[config.mk]
export PLATFORM = sky130hd
export DESIGN_NAME = pid_speed_loop_avg4
export DESIGN_NICKNAME = d
export VERILOG_FILES = /design/src/hw/rtl/psla4_pkg.sv /design/src/hw/rtl/psla4_front.sv /design/src/hw/rtl/psla4_err.sv /design/src/hw/rtl/psla4_mac.sv /design/src/hw/rtl/pid_speed_loop_avg4.sv
export SDC_FILE = /design/constraint.sdc
export NUM_CORES = 2
export LEC_CHECK = 0
export BUFFER_PORTS_ARGS = -buffer_cell sky130_fd_sc_hd__buf_2
export CELL_PAD_IN_SITES_DETAIL_PLACEMENT = 1
export CELL_PAD_IN_SITES_GLOBAL_PLACEMENT = 2
export CORE_MARGIN = 8
export CORE_UTILIZATION = 40
export DETAILED_ROUTE_END_ITERATION = 10
export HOLD_SLACK_MARGIN = 0.15
export PLACE_DENSITY = 0.75
export SETUP_SLACK_MARGIN = 0.1
export SYNTH_ARGS = -nofsm -noshare
export SYNTH_HDL_FRONTEND = slang
export SYNTH_SLANG_ARGS = --single-unit
[constraint.sdc]
create_clock -name clk -period 9.6 [get_ports clk]
set_input_delay 0.48 -clock clk [delete_from_list [all_inputs] [get_ports clk]]
set_output_delay 0.48 -clock clk [all_outputs]
set_load 0.05 [all_outputs]
[src/hw/rtl/psla4_pkg.sv]
// Package for the averaged PID speed loop.
// Holds the sample type, field widths, register indexes and fixed constants.
// No dependencies.
package psla4_pkg;

	localparam int unsigned TARGET_W = 8;
	localparam int unsigned MEAS_W   = 16;
	localparam int unsigned SPEED_W  = 7;
	localparam int unsigned GAIN_W   = 16;
	localparam int unsigned ERR_W    = 12;
	localparam int unsigned DERIV_W  = 13;
	localparam int unsigned DUTY_W   = 7;
	localparam int unsigned CFG_AW   = 2;
	localparam int unsigned HIST_D   = 3;

	localparam logic [SPEED_W-1:0] SPEED_CLAMP = 7'd100;
	localparam logic [DUTY_W-1:0]  DUTY_MAX    = 7'd100;
	localparam logic [GAIN_W-1:0]  GAIN_RESET  = 16'd655;

	localparam logic [CFG_AW-1:0] CFG_KP = 2'd0;
	localparam logic [CFG_AW-1:0] CFG_KI = 2'd1;
	localparam logic [CFG_AW-1:0] CFG_KD = 2'd2;

	typedef struct packed {
		logic [TARGET_W-1:0] target;
		logic [SPEED_W-1:0]  meas;
		logic                dir;
	} smp_t;

endpackage

[src/hw/rtl/psla4_front.sv]
// Input register stage: clamps the measured speed and registers the sample.
// Depends on psla4_pkg.
module psla4_front (
	input  logic                                clk,
	input  logic                                arst_n,
	input  logic                                in_valid,
	output logic                                in_ready,
	input  logic [psla4_pkg::TARGET_W-1:0]      cmd_speed,
	input  logic [psla4_pkg::MEAS_W-1:0]        measured_speed,
	input  logic                                direction,
	output logic                                out_valid,
	input  logic                                out_ready,
	output psla4_pkg::smp_t                     out_smp
);

	logic                             valid_s1_q;
	psla4_pkg::smp_t                  smp_s1;
	logic [psla4_pkg::SPEED_W-1:0]    meas_clamp;

	assign in_ready = !valid_s1_q || out_ready;
	assign meas_clamp = (measured_speed > 16'd100) ? psla4_pkg::SPEED_CLAMP
		: measured_speed[psla4_pkg::SPEED_W-1:0];

	always_ff @(posedge clk or negedge arst_n) begin
		if (!arst_n) begin
			valid_s1_q <= 1'b0;
		end else if (in_ready) begin
			valid_s1_q <= in_valid;
		end
	end

	always_ff @(posedge clk) begin
		if (in_valid && in_ready) begin
			smp_s1.target <= cmd_speed;
			smp_s1.meas   <= meas_clamp;
			smp_s1.dir    <= direction;
		end
	end

	assign out_valid = valid_s1_q;
	assign out_smp   = smp_s1;

endmodule

[src/hw/rtl/psla4_err.sv]
// Error stage: moving-average error, integral and derivative, loop state.
// Depends on psla4_pkg.
module psla4_err #(
	parameter int unsigned INTEGRAL_WIDTH = 24
) (
	input  logic                                   clk,
	input  logic                                   arst_n,
	input  logic                                   in_valid,
	output logic                                   in_ready,
	input  psla4_pkg::smp_t                        in_smp,
	output logic                                   out_valid,
	input  logic                                   out_ready,
	output logic signed [psla4_pkg::ERR_W-1:0]     err,
	output logic signed [psla4_pkg::DERIV_W-1:0]   deriv,
	output logic [INTEGRAL_WIDTH-1:0]              integ,
	output logic                                   dir
);

	localparam int unsigned IW = INTEGRAL_WIDTH;

	logic                                  valid_s2_q;
	logic signed [psla4_pkg::ERR_W-1:0]    err_s2;
	logic signed [psla4_pkg::DERIV_W-1:0]  deriv_s2;
	logic [IW-1:0]                         integ_s2;
	logic                                  dir_s2;

	logic [psla4_pkg::SPEED_W-1:0]         hist_q [psla4_pkg::HIST_D];
	logic signed [psla4_pkg::ERR_W-1:0]    prev_err_q;
	logic [IW-1:0]                         integ_q;

	logic                                  ld;
	logic [8:0]                            sum_c;
	logic signed [psla4_pkg::ERR_W-1:0]    err_c;
	logic [IW-1:0]                         base_c;
	logic signed [IW+1:0]                  isum_c;
	logic [IW-1:0]                         integ_c;
	logic signed [psla4_pkg::DERIV_W-1:0]  deriv_c;

	assign in_ready = !valid_s2_q || out_ready;
	assign ld = in_valid && in_ready;

	always_comb begin
		sum_c = {2'b00, in_smp.meas} + {2'b00, hist_q[0]} + {2'b00, hist_q[1]}
			+ {2'b00, hist_q[2]};
		err_c = $signed({2'b00, in_smp.target, 2'b00}) - $signed({3'b000, sum_c});
		base_c = (in_smp.target == '0) ? '0 : integ_q;
		isum_c = $signed({2'b00, base_c})
			+ $signed({{(IW + 2 - psla4_pkg::ERR_W){err_c[psla4_pkg::ERR_W-1]}}, err_c});
		if (isum_c[IW+1]) begin
			integ_c = '0;
		end else if (isum_c[IW]) begin
			integ_c = '1;
		end else begin
			integ_c = isum_c[IW-1:0];
		end
		deriv_c = $signed({err_c[psla4_pkg::ERR_W-1], err_c})
			- $signed({prev_err_q[psla4_pkg::ERR_W-1], prev_err_q});
	end

	always_ff @(posedge clk or negedge arst_n) begin
		if (!arst_n) begin
			valid_s2_q <= 1'b0;
			hist_q[0]  <= '0;
			hist_q[1]  <= '0;
			hist_q[2]  <= '0;
			prev_err_q <= '0;
			integ_q    <= '0;
		end else begin
			if (in_ready) begin
				valid_s2_q <= in_valid;
			end
			if (ld) begin
				hist_q[2]  <= hist_q[1];
				hist_q[1]  <= hist_q[0];
				hist_q[0]  <= in_smp.meas;
				prev_err_q <= err_c;
				integ_q    <= integ_c;
			end
		end
	end

	always_ff @(posedge clk) begin
		if (ld) begin
			err_s2   <= err_c;
			deriv_s2 <= deriv_c;
			integ_s2 <= integ_c;
			dir_s2   <= in_smp.dir;
		end
	end

	assign out_valid = valid_s2_q;
	assign err       = err_s2;
	assign deriv     = deriv_s2;
	assign integ     = integ_s2;
	assign dir       = dir_s2;

`ifndef SYNTHESIS
	a_ld_valid: assert property (@(posedge clk) disable iff (!arst_n)
		ld |=> valid_s2_q)
		else $error("loaded item not valid in error stage");
	a_prev_err: assert property (@(posedge clk) disable iff (!arst_n)
		ld |=> prev_err_q == err_s2)
		else $error("previous error out of step with stage output");
	a_integ: assert property (@(posedge clk) disable iff (!arst_n)
		ld |=> integ_q == integ_s2)
		else $error("integral state out of step with stage output");
	a_hold: assert property (@(posedge clk) disable iff (!arst_n)
		!ld |=> $stable(integ_q) && $stable(prev_err_q) && $stable(hist_q[0]))
		else $error("loop state changed without a transfer");
`endif

endmodule

[src/hw/rtl/psla4_mac.sv]
// Gain stage and output register: three products, sum, scale and duty clamp.
// Depends on psla4_pkg.
module psla4_mac #(
	parameter int unsigned INTEGRAL_WIDTH = 24,
	parameter int unsigned GAIN_FRAC_BITS = 16
) (
	input  logic                                   clk,
	input  logic                                   arst_n,
	input  logic                                   in_valid,
	output logic                                   in_ready,
	input  logic signed [psla4_pkg::ERR_W-1:0]     err,
	input  logic signed [psla4_pkg::DERIV_W-1:0]   deriv,
	input  logic [INTEGRAL_WIDTH-1:0]              integ,
	input  logic                                   dir,
	input  logic [psla4_pkg::GAIN_W-1:0]           kp_gain,
	input  logic [psla4_pkg::GAIN_W-1:0]           ki_gain,
	input  logic [psla4_pkg::GAIN_W-1:0]           kd_gain,
	output logic                                   out_valid,
	input  logic                                   out_ready,
	output logic [psla4_pkg::DUTY_W-1:0]           duty,
	output logic                                   drive_direction
);

	localparam int unsigned IW  = INTEGRAL_WIDTH;
	localparam int unsigned GW  = psla4_pkg::GAIN_W;
	localparam int unsigned PEW = GW + psla4_pkg::ERR_W + 1;
	localparam int unsigned PIW = GW + IW;
	localparam int unsigned PDW = GW + psla4_pkg::DERIV_W + 1;
	localparam int unsigned AW  = PIW + 2;
	localparam int unsigned SH  = GAIN_FRAC_BITS + 2;
	localparam int unsigned QW  = AW - SH;

	logic                   valid_s3_q;
	logic signed [PEW-1:0]  pe_s3;
	logic [PIW-1:0]         pi_s3;
	logic signed [PDW-1:0]  pd_s3;
	logic                   dir_s3;

	logic                                out_valid_q;
	logic [psla4_pkg::DUTY_W-1:0]        duty_q;
	logic                                dir_q;

	logic                                out_rdy;
	logic signed [AW-1:0]                acc_c;
	logic [QW-1:0]                       q_c;
	logic [psla4_pkg::DUTY_W-1:0]        duty_c;

	assign out_rdy  = !out_valid_q || out_ready;
	assign in_ready = !valid_s3_q || out_rdy;

	always_ff @(posedge clk or negedge arst_n) begin
		if (!arst_n) begin
			valid_s3_q  <= 1'b0;
			out_valid_q <= 1'b0;
		end else begin
			if (in_ready) begin
				valid_s3_q <= in_valid;
			end
			if (out_rdy) begin
				out_valid_q <= valid_s3_q;
			end
		end
	end

	always_ff @(posedge clk) begin
		if (in_valid && in_ready) begin
			pe_s3  <= $signed({1'b0, kp_gain}) * err;
			pi_s3  <= ki_gain * integ;
			pd_s3  <= $signed({1'b0, kd_gain}) * deriv;
			dir_s3 <= dir;
		end
	end

	always_comb begin
		acc_c = $signed({{(AW - PEW){pe_s3[PEW-1]}}, pe_s3})
			+ $signed({2'b00, pi_s3})
			+ $signed({{(AW - PDW){pd_s3[PDW-1]}}, pd_s3});
		q_c = acc_c[AW-1:SH];
		if (acc_c[AW-1]) begin
			duty_c = '0;
		end else if (q_c > {{(QW - psla4_pkg::DUTY_W){1'b0}}, psla4_pkg::DUTY_MAX}) begin
			duty_c = psla4_pkg::DUTY_MAX;
		end else begin
			duty_c = q_c[psla4_pkg::DUTY_W-1:0];
		end
	end

	always_ff @(posedge clk) begin
		if (valid_s3_q && out_rdy) begin
			duty_q <= duty_c;
			dir_q  <= dir_s3;
		end
	end

	assign out_valid       = out_valid_q;
	assign duty            = duty_q;
	assign drive_direction = dir_q;

endmodule

[src/hw/rtl/pid_speed_loop_avg4.sv]
// Top level of the averaged PID speed loop: gain registers and the pipeline.
// Depends on psla4_pkg, psla4_front, psla4_err and psla4_mac.
//
// One input transfer on s_axis is one control tick for one wheel; each tick
// gives exactly one result transfer on m_axis carrying the duty and the
// direction to drive with.
// Gains are written through cfg_we/cfg_addr/cfg_wdata (0 kp, 1 ki, 2 kd);
// the user must write them only while the pipeline is empty, which the block
// does not enforce; other indexes are ignored.
// Pipeline: input register, error/integral stage (holds the loop state),
// product stage, output register. One tick per cycle is sustained while
// m_axis_tready is high; as loop state advances only in the error stage,
// results keep order under any stall pattern. When m_axis_tready is low the
// output register holds its result and the stages behind it keep filling,
// up to four ticks in flight, then s_axis_tready drops.
// Reset clears the speed history, previous error and integral, empties the
// pipeline and loads all three gains with 655 (about 0.01).
module pid_speed_loop_avg4 #(
	parameter int unsigned INTEGRAL_WIDTH = 24,
	parameter int unsigned GAIN_FRAC_BITS = 16
) (
	input  logic                               clk,
	input  logic                               arst_n,
	input  logic                               s_axis_tvalid,
	output logic                               s_axis_tready,
	input  logic [31:0]                        s_axis_tdata,  // cmd_speed[7:0],
	                                                          // measured_speed[23:8],
	                                                          // direction[24]
	output logic                               m_axis_tvalid,
	input  logic                               m_axis_tready,
	output logic [7:0]                         m_axis_tdata,  // duty[6:0],
	                                                          // drive_direction[7]
	input  logic                               cfg_we,
	input  logic [psla4_pkg::CFG_AW-1:0]       cfg_addr,
	input  logic [psla4_pkg::GAIN_W-1:0]       cfg_wdata
);

	logic [psla4_pkg::GAIN_W-1:0]  kp_q;
	logic [psla4_pkg::GAIN_W-1:0]  ki_q;
	logic [psla4_pkg::GAIN_W-1:0]  kd_q;

	logic                                  f_valid;
	logic                                  f_ready;
	psla4_pkg::smp_t                       f_smp;
	logic                                  e_valid;
	logic                                  e_ready;
	logic signed [psla4_pkg::ERR_W-1:0]    e_err;
	logic signed [psla4_pkg::DERIV_W-1:0]  e_deriv;
	logic [INTEGRAL_WIDTH-1:0]             e_integ;
	logic                                  e_dir;
	logic [psla4_pkg::DUTY_W-1:0]          duty;
	logic                                  drive_direction;

	always_ff @(posedge clk or negedge arst_n) begin
		if (!arst_n) begin
			kp_q <= psla4_pkg::GAIN_RESET;
			ki_q <= psla4_pkg::GAIN_RESET;
			kd_q <= psla4_pkg::GAIN_RESET;
		end else if (cfg_we) begin
			unique case (cfg_addr)
				psla4_pkg::CFG_KP: kp_q <= cfg_wdata;
				psla4_pkg::CFG_KI: ki_q <= cfg_wdata;
				psla4_pkg::CFG_KD: kd_q <= cfg_wdata;
				default: begin
				end
			endcase
		end
	end

	psla4_front u_front (
		.clk            (clk),
		.arst_n         (arst_n),
		.in_valid       (s_axis_tvalid),
		.in_ready       (s_axis_tready),
		.cmd_speed      (s_axis_tdata[7:0]),
		.measured_speed (s_axis_tdata[23:8]),
		.direction      (s_axis_tdata[24]),
		.out_valid      (f_valid),
		.out_ready      (f_ready),
		.out_smp        (f_smp)
	);

	psla4_err #(
		.INTEGRAL_WIDTH (INTEGRAL_WIDTH)
	) u_err (
		.clk       (clk),
		.arst_n    (arst_n),
		.in_valid  (f_valid),
		.in_ready  (f_ready),
		.in_smp    (f_smp),
		.out_valid (e_valid),
		.out_ready (e_ready),
		.err       (e_err),
		.deriv     (e_deriv),
		.integ     (e_integ),
		.dir       (e_dir)
	);

	psla4_mac #(
		.INTEGRAL_WIDTH (INTEGRAL_WIDTH),
		.GAIN_FRAC_BITS (GAIN_FRAC_BITS)
	) u_mac (
		.clk             (clk),
		.arst_n          (arst_n),
		.in_valid        (e_valid),
		.in_ready        (e_ready),
		.err             (e_err),
		.deriv           (e_deriv),
		.integ           (e_integ),
		.dir             (e_dir),
		.kp_gain         (kp_q),
		.ki_gain         (ki_q),
		.kd_gain         (kd_q),
		.out_valid       (m_axis_tvalid),
		.out_ready       (m_axis_tready),
		.duty            (duty),
		.drive_direction (drive_direction)
	);

	assign m_axis_tdata = {drive_direction, duty};

endmodule
======== Yosys cells after proc, flatten, opt, wreduce, memory -nomap -nowiden ========
Index checks and enable logic that the tools add are counted.
W data, S select, Z words.
word-level totals
  word-level logic and storage cells ...... 63
  input bits .............................. 55
  register bits after elaboration ......... 281
  output and inout bits ................... 10
operators by class
  $mul .................................... 3
  equality and inequality tests ........... 2
  magnitude comparators ................... 2
  add/subtract/negate cells ............... 8
  reductions and logical operators ........ 18
  mux-type cells .......................... 4
operators by type and width
  cell                   count
  $mux W24               3
  $add A29 B41 Y42       1
  $add A42 B30 Y42       1
  $mul A16 B24 Y40       1
  $mul A17 B13 Y30       1
  $mul A17 B11 Y28       1
  $add A25 B11 Y26       1
  $gt A24 B7 Y1 const B  1
  $add A9 B7 Y9          2
  $gt A16 B7 Y1 const B  1
  $sub A11 B11 Y12       1
  $sub A10 B9 Y11        1
  $add A7 B7 Y8          1
  $logic_not A8 Y1       1
  $mux W7                1
  $reduce_and A2 Y1      3
  $logic_and A1 B1 Y1    4
  $logic_not A1 Y1       4
  $logic_or A1 B1 Y1     4
  $eq A2 B1 Y1 const B   1
  $eq A2 B2 Y1 const B   1
  $logic_not A2 Y1       1
  $reduce_or A2 Y1       1

======== Depth between registers and ports, before layout ========
  depth after elaboration ................. 7
  depth in mapped cells ................... 33
  depth with buffers taken out ............ 31

======== By module ========
A second synthesis with hierarchy kept.
second synthesis, totals
  cell total of the unflattened synthesis .. 4212
  area total of the unflattened synthesis .. 40744.1 µm²
by module, submodules not included
  module               area each (µm²)  times used  cells an instance  seq. area each (µm²)
  psla4_mac            31490.2          1           3364               3293.2
  psla4_err            6782.8           1           711                2867.8
  pid_speed_loop_avg4  1845.5           1           103                1223.7
  psla4_front          625.6            1           34                 505.5

======== Worst setup path before layout ========
Ideal clock, no wire load.
  kind .................................... register to register
  from .................................... register u_front.smp_s1 (netlist bit u_front.out_smp[1])
  to ...................................... register u_err.integ_s2[22], in the netlist u_err.integ[22], data pin
  path buffers ............................ 3
  cell stages (with the launch flop) ...... 28
  library setup time ...................... 0.263 ns
  path slack .............................. 2.894 ns
  data arrival time ....................... 6.444 ns
  cells stage by stage .................... edfxtp_1 -> ha_1 -> inv_1 -> fa_1 -> fa_1 -> inv_1 -> ha_1 -> fa_1 -> a21o_1 -> a21oi_1 -> o21bai_1 -> a21oi_1 -> xor2_1 -> ha_1 -> a211o_1 -> a31o_2 -> clkbuf_1 -> inv_1 -> ha_1 -> a21o_1 -> or4_1 -> o211ai_1 -> a21boi_0 -> mux2i_1 -> nand2_1 -> buf_2 -> buf_2 -> nor2_1
between the ends
  word-level cells in the longest chain between the ends .. 7
ends and longest elaborated chain
  item                       RTL line           RTL
  start, declared            psla4_front.sv:17  psla4_pkg::smp_t smp_s1;
  $add A7 B7 Y8 (*)          psla4_err.sv:43    sum_c = {2'b00, in_smp.meas} + {2'b00, hist_q[0]} + {2'b00, hist_q[1]}
  $add A9 B7 Y9 (*)          psla4_err.sv:43
  $add A9 B7 Y9 (*)          psla4_err.sv:44    + {2'b00, hist_q[2]};
  $sub A10 B9 Y11 (*)        psla4_err.sv:45    err_c = $signed({2'b00, in_smp.target, 2'b00}) - $signed({3'b000, sum_c});
  via u_err.err_c (one bit)  psla4_err.sv:33    logic signed [psla4_pkg::ERR_W-1:0] err_c;
  $add A25 B11 Y26 (*)       psla4_err.sv:48    + $signed({{(IW + 2 - psla4_pkg::ERR_W){err_c[psla4_pkg::ERR_W-1]}}, err_c});
  $mux W24                   psla4_err.sv:51    end else if (isum_c[IW]) begin
  $mux W24 (*)               psla4_err.sv:49    if (isum_c[IW+1]) begin
  via u_err.integ_c[22]      psla4_err.sv:36    logic [IW-1:0] integ_c;
  end signal, assigned       psla4_err.sv:86    integ_s2 <= integ_c;
  end, declared              psla4_err.sv:24    logic [IW-1:0] integ_s2;
Mark *: on every way through the listed nets, which the timed path passes. The rest lies on a longest branch.
A chain may end at the register's enable or synchronous reset.

======== Worst setup path after layout ========
  from .................................... register u_err.hist_q[14] (netlist bit)
  to ...................................... register u_err.integ_q[23]
between the ends
  word-level cells in the longest chain between the ends .. 7
ends and longest elaborated chain
  item                       RTL line         RTL
  start, declared            psla4_err.sv:27  logic [psla4_pkg::SPEED_W-1:0] hist_q [psla4_pkg::HIST_D];
  $add A7 B7 Y8 (*)          psla4_err.sv:43
  $add A9 B7 Y9 (*)          psla4_err.sv:43
  $add A9 B7 Y9 (*)          psla4_err.sv:44
  $sub A10 B9 Y11 (*)        psla4_err.sv:45
  via u_err.err_c (one bit)  psla4_err.sv:33
  $add A25 B11 Y26 (*)       psla4_err.sv:48
  $mux W24                   psla4_err.sv:51
  $mux W24 (*)               psla4_err.sv:49
  via u_err.integ_c[23]      psla4_err.sv:36
  end signal, assigned       psla4_err.sv:77  integ_q <= integ_c;
  end, declared              psla4_err.sv:29  logic [IW-1:0] integ_q;
Marked as above.

==> key figures <==
Timing
  – Worst Tran Pin Value: 1.274 ns
  – Final Slew Violations: 0
  – Relative slew slack: between 10% and 20%
  – Post-route clock skew: between 0.03 and 0.04 ns
  – Period utilisation layout: a little over 80%
  – Max Clock Freq: approximately 0.13 GHz
  – Final setup fails: 0
  – Unrepaired setup endpoints after global routing: false
  – Post-route setup TNS: 0 ns
  – Hold Vio Cnt, Final: 0
  – Fin crit period: just under 8 ns

Synth
  – Synthesized Nets: between 5,000 and 6,000
  – Cells after synthesis: approximately 4,000
  – Post-synth EDFFs: around 170
  – Sequential fraction of the synthesis area: 19.89%
  – Ys Warns: 0
  – Synth unique cells: between 80 and 90
  – Mapped Area: a little under 0.04 mm²
  – Synthesized area per cell: 9.864 µm²
  – Ys async rst share: slightly below 40%
  – Yosys reg bits: ~280
  – Top_reg_cell synth: edfxtp_1
  – Synth top area share: between 30% and 40%
  – Area leader, netlist: fa_1
  – Top cells by area, synth: fa_1 32%, edfxtp_1 13%, ha_1 12%, inv_1 6.6%, dfrtp_1 5.7%

Die
  – Total core area: just under 0.1 mm²
  – Die H: roughly 330 µm
  – Initial Utilization: approximately two fifths
  – Die ar.: roughly 0.11 mm²
  – Io pins: between 60 and 70
  – Site row count: 115
  – DIE WIDTH: approximately 330 µm

Cells and area
  – Nets: about 5,000
  – Area growth syn-to-layout: 7.450%
  – Core Util, Final: a little over two fifths
  – Share of cells above drive strength 1: roughly 6.4%
  – Commonest non-fill, non-tap cell in the layout: inv_1
  – Most frequent cells in the layout: 693 x inv_1, 637 x fa_1, 567 x nand2_1
  – Fin cells: 5,316

CTS
  – Clock transition at path regs: ~0.060 ns
  – Worst-case clock buffer depth: 3
  – CTS Buf Count: 36
  – Setup Buffers After CTS: 0
  – Clock root buffer: clkbuf_16
  – Clk Latency, worst-skew pair: approximately 0.56 ns
  – CTS tree: built
  – Sinks on Clock Net: between 200 and 300
  – H-Tree Depth: 2

Routing
  – Routed WL per cell: roughly 20 µm
  – Starting DRC count in detailed routing: between 1,000 and 1,500
  – Vias/cell: ~5.2
  – DR vias: 27,440
  – Drt drc: 0
  – Post-Route WL: between 100,000 and 150,000 µm
  – Routed Antenna Nets: 0
  – Drt first pass iters: 5

Worst setup path
  – CP endpoint kind: flip-flop
  – Crit Path Category: reg2reg
  – Startpoint Class: flip-flop
  – Data arrival time of the worst path: 8.30 ns
  – Crit-path slowest cell: nand2_1
  – Crit path required time: ~10 ns
  – Maximum fanout along the worst path: 25
  – Crit-path max cell delay: 0.65 ns

Global routing
  – Number of global-route vias before repair: around 31,000
  – Remaining global-route overflow: 0
  – Largest net degree at the start of global routing: 79
  – All-Layer GR Usage: 20.00%
  – Initial antenna violation count: 4
  – First-pass GRT wire length: 172,700 µm

Min path
  – Hold crit path type: in2reg

Placement
  – Final GP Congestion: 0.8242
  – Dpl hpwl: approximately 85,000 µm
  – IO Port Bufs: 57
  – # placed instances: roughly 5,200

Job
  – Max Cap Violations: 0

Status
  – Status: complete, no violations
-- routing by layer --
metal	GRT usage, %	up-vias	routed length, µm
li1	-	12670	-
met1	27.21	14270	49660
met2	34.90	375	51590
met3	1.879	128	3191
met4	3.801	0	1957
met5	0	-	0
-- worst paths after layout --
check / startpoint / to / slack (ns) / cells after the start
max: u_err.hist_q[14] / u_err.integ_q[23] / 1.77 / 29
min: s_axis_tdata[13] / u_front.out_smp[6] / 0.21 / 2
max reg2reg: u_err.hist_q[14] / u_err.integ_q[23] / 1.77 / 29
min reg2reg: u_err.dir / u_mac.dir_s3 / 0.42 / 0
max in group asynchronous: arst_n / ki_q[11] / 7.74 / 3
min in group asynchronous: arst_n / u_err.integ_q[22] / 0.61 / 2
-- synthesized netlist by cell type (10+ instances only) --
| library cell | n |
|---|---|
| inv_1 | 694 |
| fa_1 | 637 |
| nand2_1 | 568 |
| ha_1 | 393 |
| and2_1 | 298 |
| edfxtp_1 | 171 |
| clkbuf_1 | 132 |
| a21oi_1 | 129 |
| nor2_1 | 119 |
| xnor2_1 | 98 |
| dfrtp_1 | 90 |
| o21ai_0 | 85 |
| a21o_1 | 72 |
| mux2_2 | 61 |
| xor2_1 | 48 |
| nand2b_1 | 46 |
| nand3_1 | 32 |
| o21a_1 | 28 |
| nor3_1 | 27 |
| o21bai_1 | 25 |
| nor2b_1 | 20 |
| dfstp_2 | 18 |
| and3_1 | 17 |
| a211oi_1 | 16 |
| o211ai_1 | 14 |
| nand4_1 | 11 |
| or3_1 | 11 |
| o21ai_1 | 10 |
-- registers in the layout, indices dropped and copies added, names as in the netlist, 12 cells and up --
name             cells
kp_q                16
u_mac.pi_s3         40
u_front.out_smp     16
ki_q                16
u_err.deriv         12
u_mac.pe_s3         28
u_mac.pd_s3         30
u_err.integ         24
u_err.integ_q       24
kd_q                16
u_err.hist_q        21
-- through the flow --
stage	worst slack, ns	hold slack [ns]	area, µm²
after floorplan	2.894	0.1844	39520
after global placement	1.772	0.4037	41080
after detailed placement	1.718	0.4062	41080
after CTS	1.642	0.1664	42450
after global routing	1.050	0.1742	42450
final	1.774	0.2051	42460
-- kinds of logic (layout without fill, tap and decap cells) --
family          count (synthesis)  after routing  share of synthesized area, %
flops                         279            279                         19.89
xor+xnor                      148            148                         3.375
fa+ha+maj                    1032           1032                         44.76
compound gates                462            462                         7.719
buf+inv                       834            854                         7.979
simple gates                 1186           1186                         14.43
other cells                     0              3                             0
mux                            65             65                         1.840
-- critical path: cells and delay by family (launching register included) --
| kind | cells | cell delay [ns] |
|---|---|---|
| multiplexers | 2 | 0.48 |
| flip-flops | 1 | 0.36 |
| AO/OA/AOI/OAI | 12 | 2.90 |
| AND/OR/NAND/NOR | 2 | 0.78 |
| adder cells (fa/ha/maj) | 6 | 2.18 |
| buffers and inverters | 5 | 0.73 |
| XOR/XNOR | 2 | 0.29 |
-- repair_timing --
action	in CTS	in global routing
hold endpoints to repair	69	0
gates resized for setup	0	0
hold buffers	11	0
-- cell type report --
cell class              instances  area, µm²
diodes                          3      7.507
clock buffers                  49       1042
clock inverters                17      221.5
fillers                     11030      55670
inverters                     694       2606
multi-input cells            2893      28520
flip-flops and latches        279       7860
well taps                    1287       1610
repair buffers                 94      593.1
Power is left out: the tool's default activity adds up to more than one toggle a clock period on the data nets, which glitch-free logic cannot reach.
